## src/sv/light_direction_sector_quantizer_assert.svh

```systemverilog
// Assertion macros for the light direction sector quantizer.
`ifndef LIGHT_DIRECTION_SECTOR_QUANTIZER_ASSERT_SVH
`define LIGHT_DIRECTION_SECTOR_QUANTIZER_ASSERT_SVH

// same-cycle implication
`define LDSQ_ASSERT_NOW(label, clk, rst_n, ante, cons) \
	label: assert property (@(posedge clk) disable iff (!rst_n) (ante) |-> (cons)) \
		else $error("ldsq: assertion failed");

// next-cycle implication
`define LDSQ_ASSERT_NEXT(label, clk, rst_n, ante, cons) \
	label: assert property (@(posedge clk) disable iff (!rst_n) (ante) |=> (cons)) \
		else $error("ldsq: assertion failed");

`endif

```

## src/sv/ldsq_pkg.sv

```systemverilog
`timescale 1ns / 1ps

package ldsq_pkg;

	localparam int CFG_INDEX_W    = 2;
	localparam int CFG_DATA_W     = 10;
	localparam int SECTOR_COUNT_W = 5;
	localparam int SPACING_W      = 10;

	localparam logic [CFG_INDEX_W-1:0] CFG_SECTOR_COUNT = 2'd0;
	localparam logic [CFG_INDEX_W-1:0] CFG_X_SPACING    = 2'd1;
	localparam logic [CFG_INDEX_W-1:0] CFG_Y_SPACING    = 2'd2;

	localparam logic [SECTOR_COUNT_W-1:0] SECTOR_COUNT_RST = 5'd8;
	localparam logic [SPACING_W-1:0]      X_SPACING_RST    = 10'd315;
	localparam logic [SPACING_W-1:0]      Y_SPACING_RST    = 10'd236;

	localparam logic [1:0] KIND_SAMPLE = 2'd0;
	localparam logic [1:0] KIND_TICK   = 2'd1;
	localparam logic [1:0] KIND_REWARD = 2'd2;

	localparam logic RESULT_TICK   = 1'b0;
	localparam logic RESULT_REWARD = 1'b1;

	// atan(2^-i) in units of 2^-32 turn
	function automatic logic [31:0] atan_turn(input logic [4:0] i);
		logic [31:0] v;
		unique case (i)
			5'd0:  v = 32'd536870912;
			5'd1:  v = 32'd316933406;
			5'd2:  v = 32'd167458907;
			5'd3:  v = 32'd85004756;
			5'd4:  v = 32'd42667331;
			5'd5:  v = 32'd21354465;
			5'd6:  v = 32'd10679838;
			5'd7:  v = 32'd5340245;
			5'd8:  v = 32'd2670163;
			5'd9:  v = 32'd1335087;
			5'd10: v = 32'd667544;
			5'd11: v = 32'd333772;
			5'd12: v = 32'd166886;
			5'd13: v = 32'd83443;
			5'd14: v = 32'd41722;
			5'd15: v = 32'd20861;
			5'd16: v = 32'd10430;
			5'd17: v = 32'd5215;
			5'd18: v = 32'd2608;
			5'd19: v = 32'd1304;
			5'd20: v = 32'd652;
			5'd21: v = 32'd326;
			5'd22: v = 32'd163;
			5'd23: v = 32'd81;
			default: v = 32'd0;
		endcase
		return v;
	endfunction

endpackage

```

## src/sv/light_direction_sector_quantizer.sv

```systemverilog
`timescale 1ns / 1ps
// Light direction sector quantizer.
// Input channel (item_valid/item_stall): kind, sensor_select, sample_value.
//   A sample overwrites one of four stored corner readings and gives no result.
//   A tick runs CORDIC vectoring on the weighted sensor sums and quantizes the
//   angle into sector_count sectors (0 as 1, capped at MAX_SECTORS). A reward
//   request returns the previously latched minus the current direction and latches the current one.
// Output channel (result_valid/result_stall): result_kind, sector, direction,
//   reward. Config channel (cfg_valid/cfg_ready, always ready): cfg_index, cfg_data.
// Timing: a tick passes through ST_MUL, ST_PRE, ST_ITER, ST_ROUND, ST_SECT and
//   ST_FIN, doing one CORDIC step per cycle in ST_ITER in the shared add/shift
//   unit; a reward goes straight to ST_FIN; both results are registered from ST_FIN.
// Flow: the next item is taken once a tick or reward has left ST_FIN; a sample
//   leaves the state machine in ST_IDLE, so it never stalls the next item. item_stall
//   is high while a tick or reward is in progress; an item is taken while an
//   earlier result still waits.
// When the receiver stalls, the result register holds; a finished tick or
//   reward then waits in its final state until the register frees.
// Reset: stored samples, directions and sector clear to zero, registers go to
//   8 sectors, x spacing 315, y spacing 236; no result is pending.
`include "light_direction_sector_quantizer_assert.svh"

module light_direction_sector_quantizer #(
	parameter int MAX_SECTORS = 16,
	parameter int ANGLE_BITS  = 16,
	parameter int SAMPLE_BITS = 12
) (
	input  logic                                  clk,
	input  logic                                  arst_n,
	input  logic                                  item_valid,
	output logic                                  item_stall,
	input  logic [1:0]                            kind,
	input  logic [1:0]                            sensor_select,
	input  logic [SAMPLE_BITS-1:0]                sample_value,
	output logic                                  result_valid,
	input  logic                                  result_stall,
	output logic                                  result_kind,
	output logic [$clog2(MAX_SECTORS)-1:0]        sector,
	output logic signed [ANGLE_BITS-1:0]          direction,
	output logic signed [ANGLE_BITS:0]            reward,
	input  logic                                  cfg_valid,
	output logic                                  cfg_ready,
	input  logic [ldsq_pkg::CFG_INDEX_W-1:0]      cfg_index,
	input  logic [ldsq_pkg::CFG_DATA_W-1:0]       cfg_data
);

	import ldsq_pkg::*;

	localparam int SECTOR_W = $clog2(MAX_SECTORS);
	localparam int N_W      = $clog2(MAX_SECTORS + 1);
	localparam int SUM_W    = SAMPLE_BITS + 2;
	localparam int PROD_W   = SUM_W + SPACING_W + 1;
	localparam int W        = SAMPLE_BITS + 22;
	localparam int ITER_W   = $clog2(ANGLE_BITS);
	localparam int SCALE_W  = ANGLE_BITS + N_W + 1;

	typedef enum logic [6:0] {
		ST_IDLE  = 7'b0000001,
		ST_MUL   = 7'b0000010,
		ST_PRE   = 7'b0000100,
		ST_ITER  = 7'b0001000,
		ST_ROUND = 7'b0010000,
		ST_SECT  = 7'b0100000,
		ST_FIN   = 7'b1000000
	} state_t;

	state_t                      state_q;
	logic [SECTOR_COUNT_W-1:0]   sector_count_q;
	logic [SPACING_W-1:0]        x_spacing_q;
	logic [SPACING_W-1:0]        y_spacing_q;
	logic [SAMPLE_BITS-1:0]      sample_q [4];
	logic signed [ANGLE_BITS-1:0] current_direction_q;
	logic signed [ANGLE_BITS-1:0] latched_direction_q;
	logic [SECTOR_W-1:0]         current_sector_q;
	logic                        fin_reward_q;
	logic signed [ANGLE_BITS:0]  reward_val_q;
	logic                        result_valid_q;
	logic                        result_kind_q;
	logic [SECTOR_W-1:0]         sector_q;
	logic signed [ANGLE_BITS-1:0] direction_q;
	logic signed [ANGLE_BITS:0]  reward_q;

	logic signed [W-1:0]         x_q;
	logic signed [W-1:0]         y_q;
	logic [31:0]                 z_q;
	logic                        zero_q;
	logic [ITER_W-1:0]           iter_q;

	logic                        item_xfer;
	logic                        fin_go;
	logic signed [SUM_W-1:0]     sum_x;
	logic signed [SUM_W-1:0]     sum_y;
	logic signed [PROD_W-1:0]    prod_x;
	logic signed [PROD_W-1:0]    prod_y;
	logic signed [W-1:0]         dx;
	logic signed [W-1:0]         dy;
	logic [31:0]                 z_rnd;
	logic [N_W-1:0]              n_eff;
	logic [ANGLE_BITS-1:0]       u_off;
	logic [SCALE_W-1:0]          scaled;
	logic [N_W:0]                idx;
	logic [SECTOR_W-1:0]         sector_nxt;
	logic signed [ANGLE_BITS:0]  reward_nxt;

	assign cfg_ready    = 1'b1;
	assign item_stall   = (state_q != ST_IDLE);
	assign item_xfer    = item_valid && !item_stall;
	assign fin_go       = (state_q == ST_FIN) && (!result_valid_q || !result_stall);

	assign result_valid = result_valid_q;
	assign result_kind  = result_kind_q;
	assign sector       = sector_q;
	assign direction    = direction_q;
	assign reward       = reward_q;

	always_comb begin
		sum_x = $signed({2'b00, sample_q[0]}) + $signed({2'b00, sample_q[1]})
			- $signed({2'b00, sample_q[2]}) - $signed({2'b00, sample_q[3]});
		sum_y = $signed({2'b00, sample_q[0]}) - $signed({2'b00, sample_q[1]})
			+ $signed({2'b00, sample_q[2]}) - $signed({2'b00, sample_q[3]});
		prod_x = $signed({1'b0, x_spacing_q}) * sum_x;
		prod_y = $signed({1'b0, y_spacing_q}) * sum_y;
		dx     = y_q >>> iter_q;
		dy     = x_q >>> iter_q;
		z_rnd  = z_q + (32'd1 << (31 - ANGLE_BITS));
		reward_nxt = {latched_direction_q[ANGLE_BITS-1], latched_direction_q}
			- {current_direction_q[ANGLE_BITS-1], current_direction_q};
	end

	always_comb begin
		priority if (sector_count_q == '0) begin
			n_eff = N_W'(1);
		end else if (32'(sector_count_q) > MAX_SECTORS) begin
			n_eff = N_W'(MAX_SECTORS);
		end else begin
			n_eff = N_W'(sector_count_q);
		end
		u_off  = {~current_direction_q[ANGLE_BITS-1], current_direction_q[ANGLE_BITS-2:0]};
		scaled = SCALE_W'(u_off) * SCALE_W'(n_eff) + (SCALE_W'(1) << (ANGLE_BITS - 1));
		idx    = scaled[SCALE_W-1 -: N_W+1];
		if (idx >= (N_W+1)'(n_eff)) begin
			sector_nxt = '0;
		end else begin
			sector_nxt = SECTOR_W'(idx);
		end
	end

	always_ff @(posedge clk or negedge arst_n) begin
		if (!arst_n) begin
			state_q             <= ST_IDLE;
			sector_count_q      <= SECTOR_COUNT_RST;
			x_spacing_q         <= X_SPACING_RST;
			y_spacing_q         <= Y_SPACING_RST;
			sample_q            <= '{default: '0};
			current_direction_q <= '0;
			latched_direction_q <= '0;
			current_sector_q    <= '0;
			result_valid_q      <= 1'b0;
			iter_q              <= '0;
		end else begin
			if (cfg_valid && cfg_ready) begin
				unique case (cfg_index)
					CFG_SECTOR_COUNT: sector_count_q <= cfg_data[SECTOR_COUNT_W-1:0];
					CFG_X_SPACING:    x_spacing_q    <= cfg_data[SPACING_W-1:0];
					CFG_Y_SPACING:    y_spacing_q    <= cfg_data[SPACING_W-1:0];
					default: ;
				endcase
			end
			if (fin_go) begin
				result_valid_q <= 1'b1;
			end else if (result_valid_q && !result_stall) begin
				result_valid_q <= 1'b0;
			end
			unique case (state_q)
				ST_IDLE: begin
					if (item_xfer) begin
						unique case (kind)
							KIND_SAMPLE: sample_q[sensor_select] <= sample_value;
							KIND_TICK:   state_q <= ST_MUL;
							KIND_REWARD: begin
								latched_direction_q <= current_direction_q;
								state_q             <= ST_FIN;
							end
							default: ;
						endcase
					end
				end
				ST_MUL: state_q <= ST_PRE;
				ST_PRE: begin
					iter_q  <= '0;
					state_q <= ST_ITER;
				end
				ST_ITER: begin
					iter_q <= iter_q + 1'b1;
					if (iter_q == ITER_W'(ANGLE_BITS - 1)) begin
						state_q <= ST_ROUND;
					end
				end
				ST_ROUND: begin
					current_direction_q <= zero_q ? '0 : z_rnd[31 -: ANGLE_BITS];
					state_q             <= ST_SECT;
				end
				ST_SECT: begin
					current_sector_q <= sector_nxt;
					state_q          <= ST_FIN;
				end
				ST_FIN: begin
					if (fin_go) begin
						state_q <= ST_IDLE;
					end
				end
				default: state_q <= ST_IDLE;
			endcase
		end
	end

	always_ff @(posedge clk) begin
		if (item_xfer) begin
			fin_reward_q <= (kind == KIND_REWARD);
			reward_val_q <= reward_nxt;
		end
		unique case (state_q)
			ST_MUL: begin
				x_q <= {{(W-PROD_W-8){prod_x[PROD_W-1]}}, prod_x, 8'b0};
				y_q <= {{(W-PROD_W-8){prod_y[PROD_W-1]}}, prod_y, 8'b0};
			end
			ST_PRE: begin
				zero_q <= (x_q == '0) && (y_q == '0);
				if (x_q[W-1]) begin
					x_q <= -x_q;
					y_q <= -y_q;
					z_q <= 32'h8000_0000;
				end else begin
					z_q <= '0;
				end
			end
			ST_ITER: begin
				if (!y_q[W-1]) begin
					x_q <= x_q + dx;
					y_q <= y_q - dy;
					z_q <= z_q + atan_turn(5'(iter_q));
				end else begin
					x_q <= x_q - dx;
					y_q <= y_q + dy;
					z_q <= z_q - atan_turn(5'(iter_q));
				end
			end
			default: ;
		endcase
		if (fin_go) begin
			result_kind_q <= fin_reward_q ? RESULT_REWARD : RESULT_TICK;
			sector_q      <= current_sector_q;
			direction_q   <= current_direction_q;
			reward_q      <= fin_reward_q ? reward_val_q : '0;
		end
	end

	`LDSQ_ASSERT_NEXT(a_tick_starts, clk, arst_n, item_xfer && (kind == KIND_TICK), state_q == ST_MUL)
	`LDSQ_ASSERT_NOW(a_prerot_pos, clk, arst_n, (state_q == ST_ITER) && (iter_q == '0), !x_q[W-1])
	`LDSQ_ASSERT_NEXT(a_zero_dir, clk, arst_n, (state_q == ST_ROUND) && zero_q, current_direction_q == '0)
	`LDSQ_ASSERT_NOW(a_sector_range, clk, arst_n, (state_q == ST_FIN) && !fin_reward_q, (N_W+1)'(current_sector_q) < (N_W+1)'(n_eff))

endmodule

```

## config.mk

```make
export PLATFORM = sky130hd
export DESIGN_NAME = light_direction_sector_quantizer
export DESIGN_NICKNAME = d
export VERILOG_FILES = /design/src/sv/ldsq_pkg.sv /design/src/sv/light_direction_sector_quantizer.sv
export VERILOG_INCLUDE_DIRS = /design/src /design/src/sv
export SDC_FILE = /design/constraint.sdc
export NUM_CORES = 2
export LEC_CHECK = 0
export ABC_AREA = 1
export BUFFER_PORTS_ARGS = -buffer_cell sky130_fd_sc_hd__buf_2
export CORE_UTILIZATION = 45
export DETAILED_ROUTE_END_ITERATION = 7
export GPL_ROUTABILITY_DRIVEN = 0
export GPL_TIMING_DRIVEN = 0
export PLACE_DENSITY_LB_ADDON = 0.3
export SLEW_MARGIN = 10
export SYNTH_ARGS = -nofsm -noshare
export SYNTH_HDL_FRONTEND = slang
export SYNTH_SLANG_ARGS = --single-unit
```

## constraint.sdc

```tcl
create_clock -name clk -period 8.55 [get_ports clk]
set_input_delay 2.1375 -clock clk [delete_from_list [all_inputs] [get_ports clk]]
set_output_delay 2.1375 -clock clk [all_outputs]
set_load 0.01 [all_outputs]
```

# == Word-level counts from Yosys, hierarchy flattened ==
# Memory sizes are Yosys's and may differ from the RTL's.
# Index checks and enable logic that the tools add are counted.
# word_totals
register_bits,278
romBits,960
inputBits,33
word_cells,126
memories,2
# classes
add_sub_neg,18
n_mul,3
magnitude_cmp,4
n_eq_ne,18
shift,2
mux,29
n_bitwise,2
reduce_logical,24
# mem_list
memory,words,width,rd,rd_clocked_by_memory_dff,wr,line,source
(no name shown),16,30,1,0,0,ldsq_pkg.sv:28,unique case (i)
(no name shown),16,30,1,0,0,ldsq_pkg.sv:28,
# op_table
cell,n
34-bit case mux with 3 select lines,2
32-bit 2-to-1 mux,6
34-bit 2-to-1 mux,4
34-bit adder,2
34-bit logical NOT,2
34-bit negation,2
34-bit by 4-bit >>> shifter with 34-bit output,2
34-bit subtractor,2
32-bit case mux with 2 select lines,1
11-bit by 14-bit multiplier with 25-bit output,2
7-bit case mux with 7 select lines,1
48-bit bitwise mux,1
32-bit by 16-bit adder with 32-bit output (second input constant),1
32-bit adder,1
32-bit subtractor,1
14-bit by 13-bit subtractor with 14-bit output,2
12-bit demux with 2-bit select,1
21-bit by 16-bit adder with 22-bit output (second input constant),1
16-bit by 5-bit multiplier with 21-bit output,1
7-bit 2-to-1 mux,3
16-bit by 16-bit subtractor with 17-bit output,1
16-bit 2-to-1 mux,1
13-bit by 13-bit adder with 14-bit output,1
7-bit case mux with 2 select lines,1
other kinds (38),58

# == Depth between registers and ports, before layout ==
# logic_depth
word_depth,7
depth_mapped,44
ltp_nobuf,44

# == Worst setup path before layout ==
# Ideal clock, no wire load.
# synth_path
kind,flip-flop to flip-flop
from,register sample_q[24] in the netlist's numbering
to,"register y_q[32], data pin"
t_arrival_ns,7.893
t_required_ns,8.286
path_slack_ns,0.393
path_stages_with_launch,40
n_path_buf,0
synth_period_minus_slack_ns,8.157
cell_sequence,dfrtp_1 -> ha_1 -> fa_1 -> nor2_1 -> a211oi_1 -> o21ai_0 -> a21o_1 -> a21oi_1 -> xor2_1 -> fa_1 -> inv_1 -> ha_1 -> nand2_1 -> nor2_1 -> nand3_1 -> o2111ai_1 -> nand3_1 -> nand2_1 -> [4 not listed] -> nor2_1 -> fa_1 -> fa_1 -> inv_1 -> fa_1 -> inv_1 -> fa_1 -> inv_1 -> fa_1 -> inv_1 -> ha_1 -> nand2_1 -> nor2_1 -> nand2_1 -> o311ai_0 -> xor2_1 -> nand2_1 -> nand3_1
# synth_between
elab_chain_cells,5
# synth_rtl
item,line,source
from (decl),light_direction_sector_quantizer.sv:71,logic [SAMPLE_BITS-1:0] sample_q [4];
"from (signal, indexed assignment)",light_direction_sector_quantizer.sv:178,KIND_SAMPLE: sample_q[sensor_select] <= sample_value;
12-bit by 12-bit subtractor with 13-bit output,light_direction_sector_quantizer.sv:119,"sum_y = $signed({2'b00, sample_q[0]}) - $signed({2'b00, sample_q[1]})"
13-bit by 13-bit adder with 14-bit output,light_direction_sector_quantizer.sv:120,"+ $signed({2'b00, sample_q[2]}) - $signed({2'b00, sample_q[3]});"
14-bit by 13-bit subtractor with 14-bit output,light_direction_sector_quantizer.sv:120,
11-bit by 14-bit multiplier with 25-bit output,light_direction_sector_quantizer.sv:122,"prod_y = $signed({1'b0, y_spacing_q}) * sum_y;"
34-bit case mux with 3 select lines,light_direction_sector_quantizer.sv:222,unique case (state_q)
to (signal assigned),light_direction_sector_quantizer.sv:225,"y_q <= {{(W-PROD_W-8){prod_y[PROD_W-1]}}, prod_y, 8'b0};"
to (signal assigned),light_direction_sector_quantizer.sv:231,y_q <= -y_q;
to (signal assigned),light_direction_sector_quantizer.sv:240,y_q <= y_q - dy;
to (decl),light_direction_sector_quantizer.sv:84,logic signed [W-1:0] y_q;
# No other way between the ends.
# A chain may end at the register's enable or synchronous reset.

# == Worst setup path after layout ==
# layout_path
from,register sample_q[36] in the netlist's numbering
to,"register y_q[30], data pin"
# Same word-level chain as after synthesis.

==> results.json <==
{
  "nFillCells": 8879,
  "syn_area_um2": 40200,
  "die_y_um": 301,
  "grt_pass1_vias": 37700,
  "grt_max_degree": 75,
  "min_from": "current_sector_q[3]",
  "slew_headroom_pct": 16.7,
  "maxCapViolCount": 0,
  "crit_arrival_ns": 8.64,
  "r2r_setup_slack_ns": 0.25,
  "synthMostInstantiatedCell": "nand2_1",
  "max_freq_ghz": 0.120,
  "syn_nets": 6309,
  "yosysTopAreaCell": "fa_1",
  "min_period_ns": 8.30,
  "ys_top_cells_by_area": "fa_1, nand2_1, edfxtp_1",
  "cts_buffer_depth": 3,
  "grt_pass1_wl_um": 200000,
  "critical_path_required_ns": 8.88,
  "final_max_slew_viol_count": 0,
  "clk_latency_ns": 0.59,
  "crit_path_max_fanout": 6,
  "post-route-period-util_pct": 97.1,
  "die_area_um2": 90500,
  "die_w_um": 301,
  "synth-seq-cells": 278,
  "synth_top_area_share_pct": 16.8,
  "clk_pin_slew_ns": 0.06,
  "cts.sinks": 278,
  "hold_viol": 0,
  "cpMostUsedCell": "fa_1",
  "skew_ns": 0.0289,
  "yosysWarningCount": 0,
  "core_area_um2": 88400,
  "critPathCaptureType": "flop",
  "viasPerCell": 5.61,
  "drt_first_pass_iters": 8,
  "worstMarginPinSlew_ns": 1.25,
  "drive_gt1_share_pct": 8.18,
  "cts_tree": "built",
  "hold_path_end": "sector[3]",
  "min_path_type": "reg2reg",
  "antenna_found_initial": 4,
  "port_buffers": 72,
  "grt_usage_pct": 28.0,
  "wl_um": 127000,
  "cts_htree_levels": 2,
  "stdcell_count": 6945,
  "root_buffer": "clkbuf_16",
  "diodes": 0,
  "r2r-start": "sample_q[36]",
  "drc": 1,
  "slowest_delay_ns": 0.55,
  "ant_nets": 0,
  "syn2layout_area_growth_pct": 9.91,
  "synth.distinct_cells": 67,
  "status": "finished with violations",
  "via_count": 38900,
  "io_pins": 74,
  "yosys-top-cells-count": "nand2_1, inv_1, nand3_1",
  "async_reset_ff_share_pct": 43.5,
  "rr_worst_depth": 39,
  "path_class": "reg2reg",
  "post_drt_wl_per_cell_um": 18.3,
  "numCtsBuffers": 35,
  "ys_seq_area_share_pct": 19.3,
  "overflow": 0,
  "startpoint_type": "flop",
  "hpwl_um": 102000,
  "synth_edf_count": 157,
  "holdPathStages": 0,
  "rows": 109,
  "violations": "design-rule violations",
  "finish.net_count": 6450,
  "avgSynthCellArea_um2": 7.16,
  "timing.rr.end": "y_q[30]",
  "placedCellCount": 6854,
  "initial_core_util_pct": 45.5,
  "rsz0062_at_grt": "true",
  "synthCells": 5613,
  "drt_iter0_markers": 4061,
  "ys_dominant_reg_cell": "edfxtp_1",
  "fin_area_um2": 44200,
  "register_area_um2": 7760,
  "multi_input_area_um2": 28700,
  "placed_area_um2": 42100,
  "finalSetupViolCount": 0,
  "slowest_stage": "fa_2"
}
[final cells by class]
type | instances | area share, %
multi-input cells | 4235 | 65.0
flip-flops and latches | 278 | 17.6
inverters | 948 | 8.10
well taps | 1165 | 3.30
clock buffers | 41 | 2.13
plain buffers | 151 | 1.73
repair buffers | 105 | 1.56
clock inverters | 22 | 0.567
[what timing repair did]
action,in CTS,in global routing
gates resized for setup,21,132
setup buffers,3,26
pin swaps,4,53
hold buffers,0,0
setup endpoints to repair,14,25
[worst max-delay path by stage]
stage | startpoint | to | cells past startpoint
2_1_floorplan | sample_q[24] | y_q[32] | 39
3_3_place_gp | sample_q[36] | y_q[32] | 40
3_5_place_dp | sample_q[36] | y_q[32] | 40
4_1_cts | sample_q[36] | y_q[32] | 40
5_1_grt | sample_q[36] | y_q[29] | 40
6_report | sample_q[36] | y_q[30] | 39
[worst max-delay path, delay by kind of cell (launching register included)]
family          cells  cell delay, ns
simple gates       11            1.20
xor+xnor            1            0.22
compound gates     11            1.81
fa+ha+maj          10            3.82
flops               1            0.41
buf+inv             6            0.55
[logic make-up after synthesis]
| kind of cell | share of synthesized area [%] |
|---|---|
| other | 0.00934 |
| buffers and inverters | 10.8 |
| adders and majority gates | 27.0 |
| and+or+nand+nor | 27.0 |
| AOI/OAI and AO/OA | 12.2 |
| DFF | 19.3 |
| xor gates and xnor gates | 3.71 |
[per-layer routing]
layer  GRT usage, %  vias up  part of all wire (%)
li1               -    18500                     -
met1           35.7    18400                    40
met2           45.5     1658                    45
met3           5.08      379                   8.8
met4           13.9        4                   5.6
met5              0        -                 0.022
[stage by stage]
stage | setup slack (ns) | utilization, % | TNS [ns] | hold slack, ns
2_1_floorplan | 0.393 | - | 0 | 0.424
3_3_place_gp | -0.631 | 47.5 | -2.78 | 0.431
3_5_place_dp | -0.686 | 47.6 | -3.51 | 0.444
4_1_cts | 0.000564 | 49.1 | 0 | 0.455
5_1_grt | -0.120 | 50.0 | -0.555 | 0.465
6_report | 0.246 | 50.0 | 0 | 0.454
[cell usage in the layout, fill, tap and decap left out, drive strengths merged, types with 61 or more instances in the layout]
| cell type | synthesis | layout |
|---|---|---|
| inv | 947 | 949 |
| clkbuf | 89 | 129 |
| nand3 | 531 | 531 |
| xor2 | 104 | 104 |
| buf | 63 | 168 |
| ha | 325 | 325 |
| nand2 | 1271 | 1271 |
| nor2 | 518 | 518 |
| xnor2 | 61 | 61 |
| o21ai | 361 | 361 |
| dfrtp | 108 | 108 |
| a21oi | 325 | 325 |
| edfxtp | 157 | 157 |
| fa | 338 | 338 |
[flip-flops by register name, indices dropped and copies added, names as in the netlist, 4 cells and up]
name	flops
state_q	7
direction	16
current_sector_q	4
x_q	34
x_spacing_q	10
reward_val_q	17
y_q	34
reward	17
y_spacing_q	10
z_q	32
latched_direction_q	16
sector_count_q	5
sample_q	48
sector	4
iter_q	4
current_direction_q	16
Power is not shown: default switching activity piles up to over one toggle a cycle in this logic, so the estimate is an artifact.
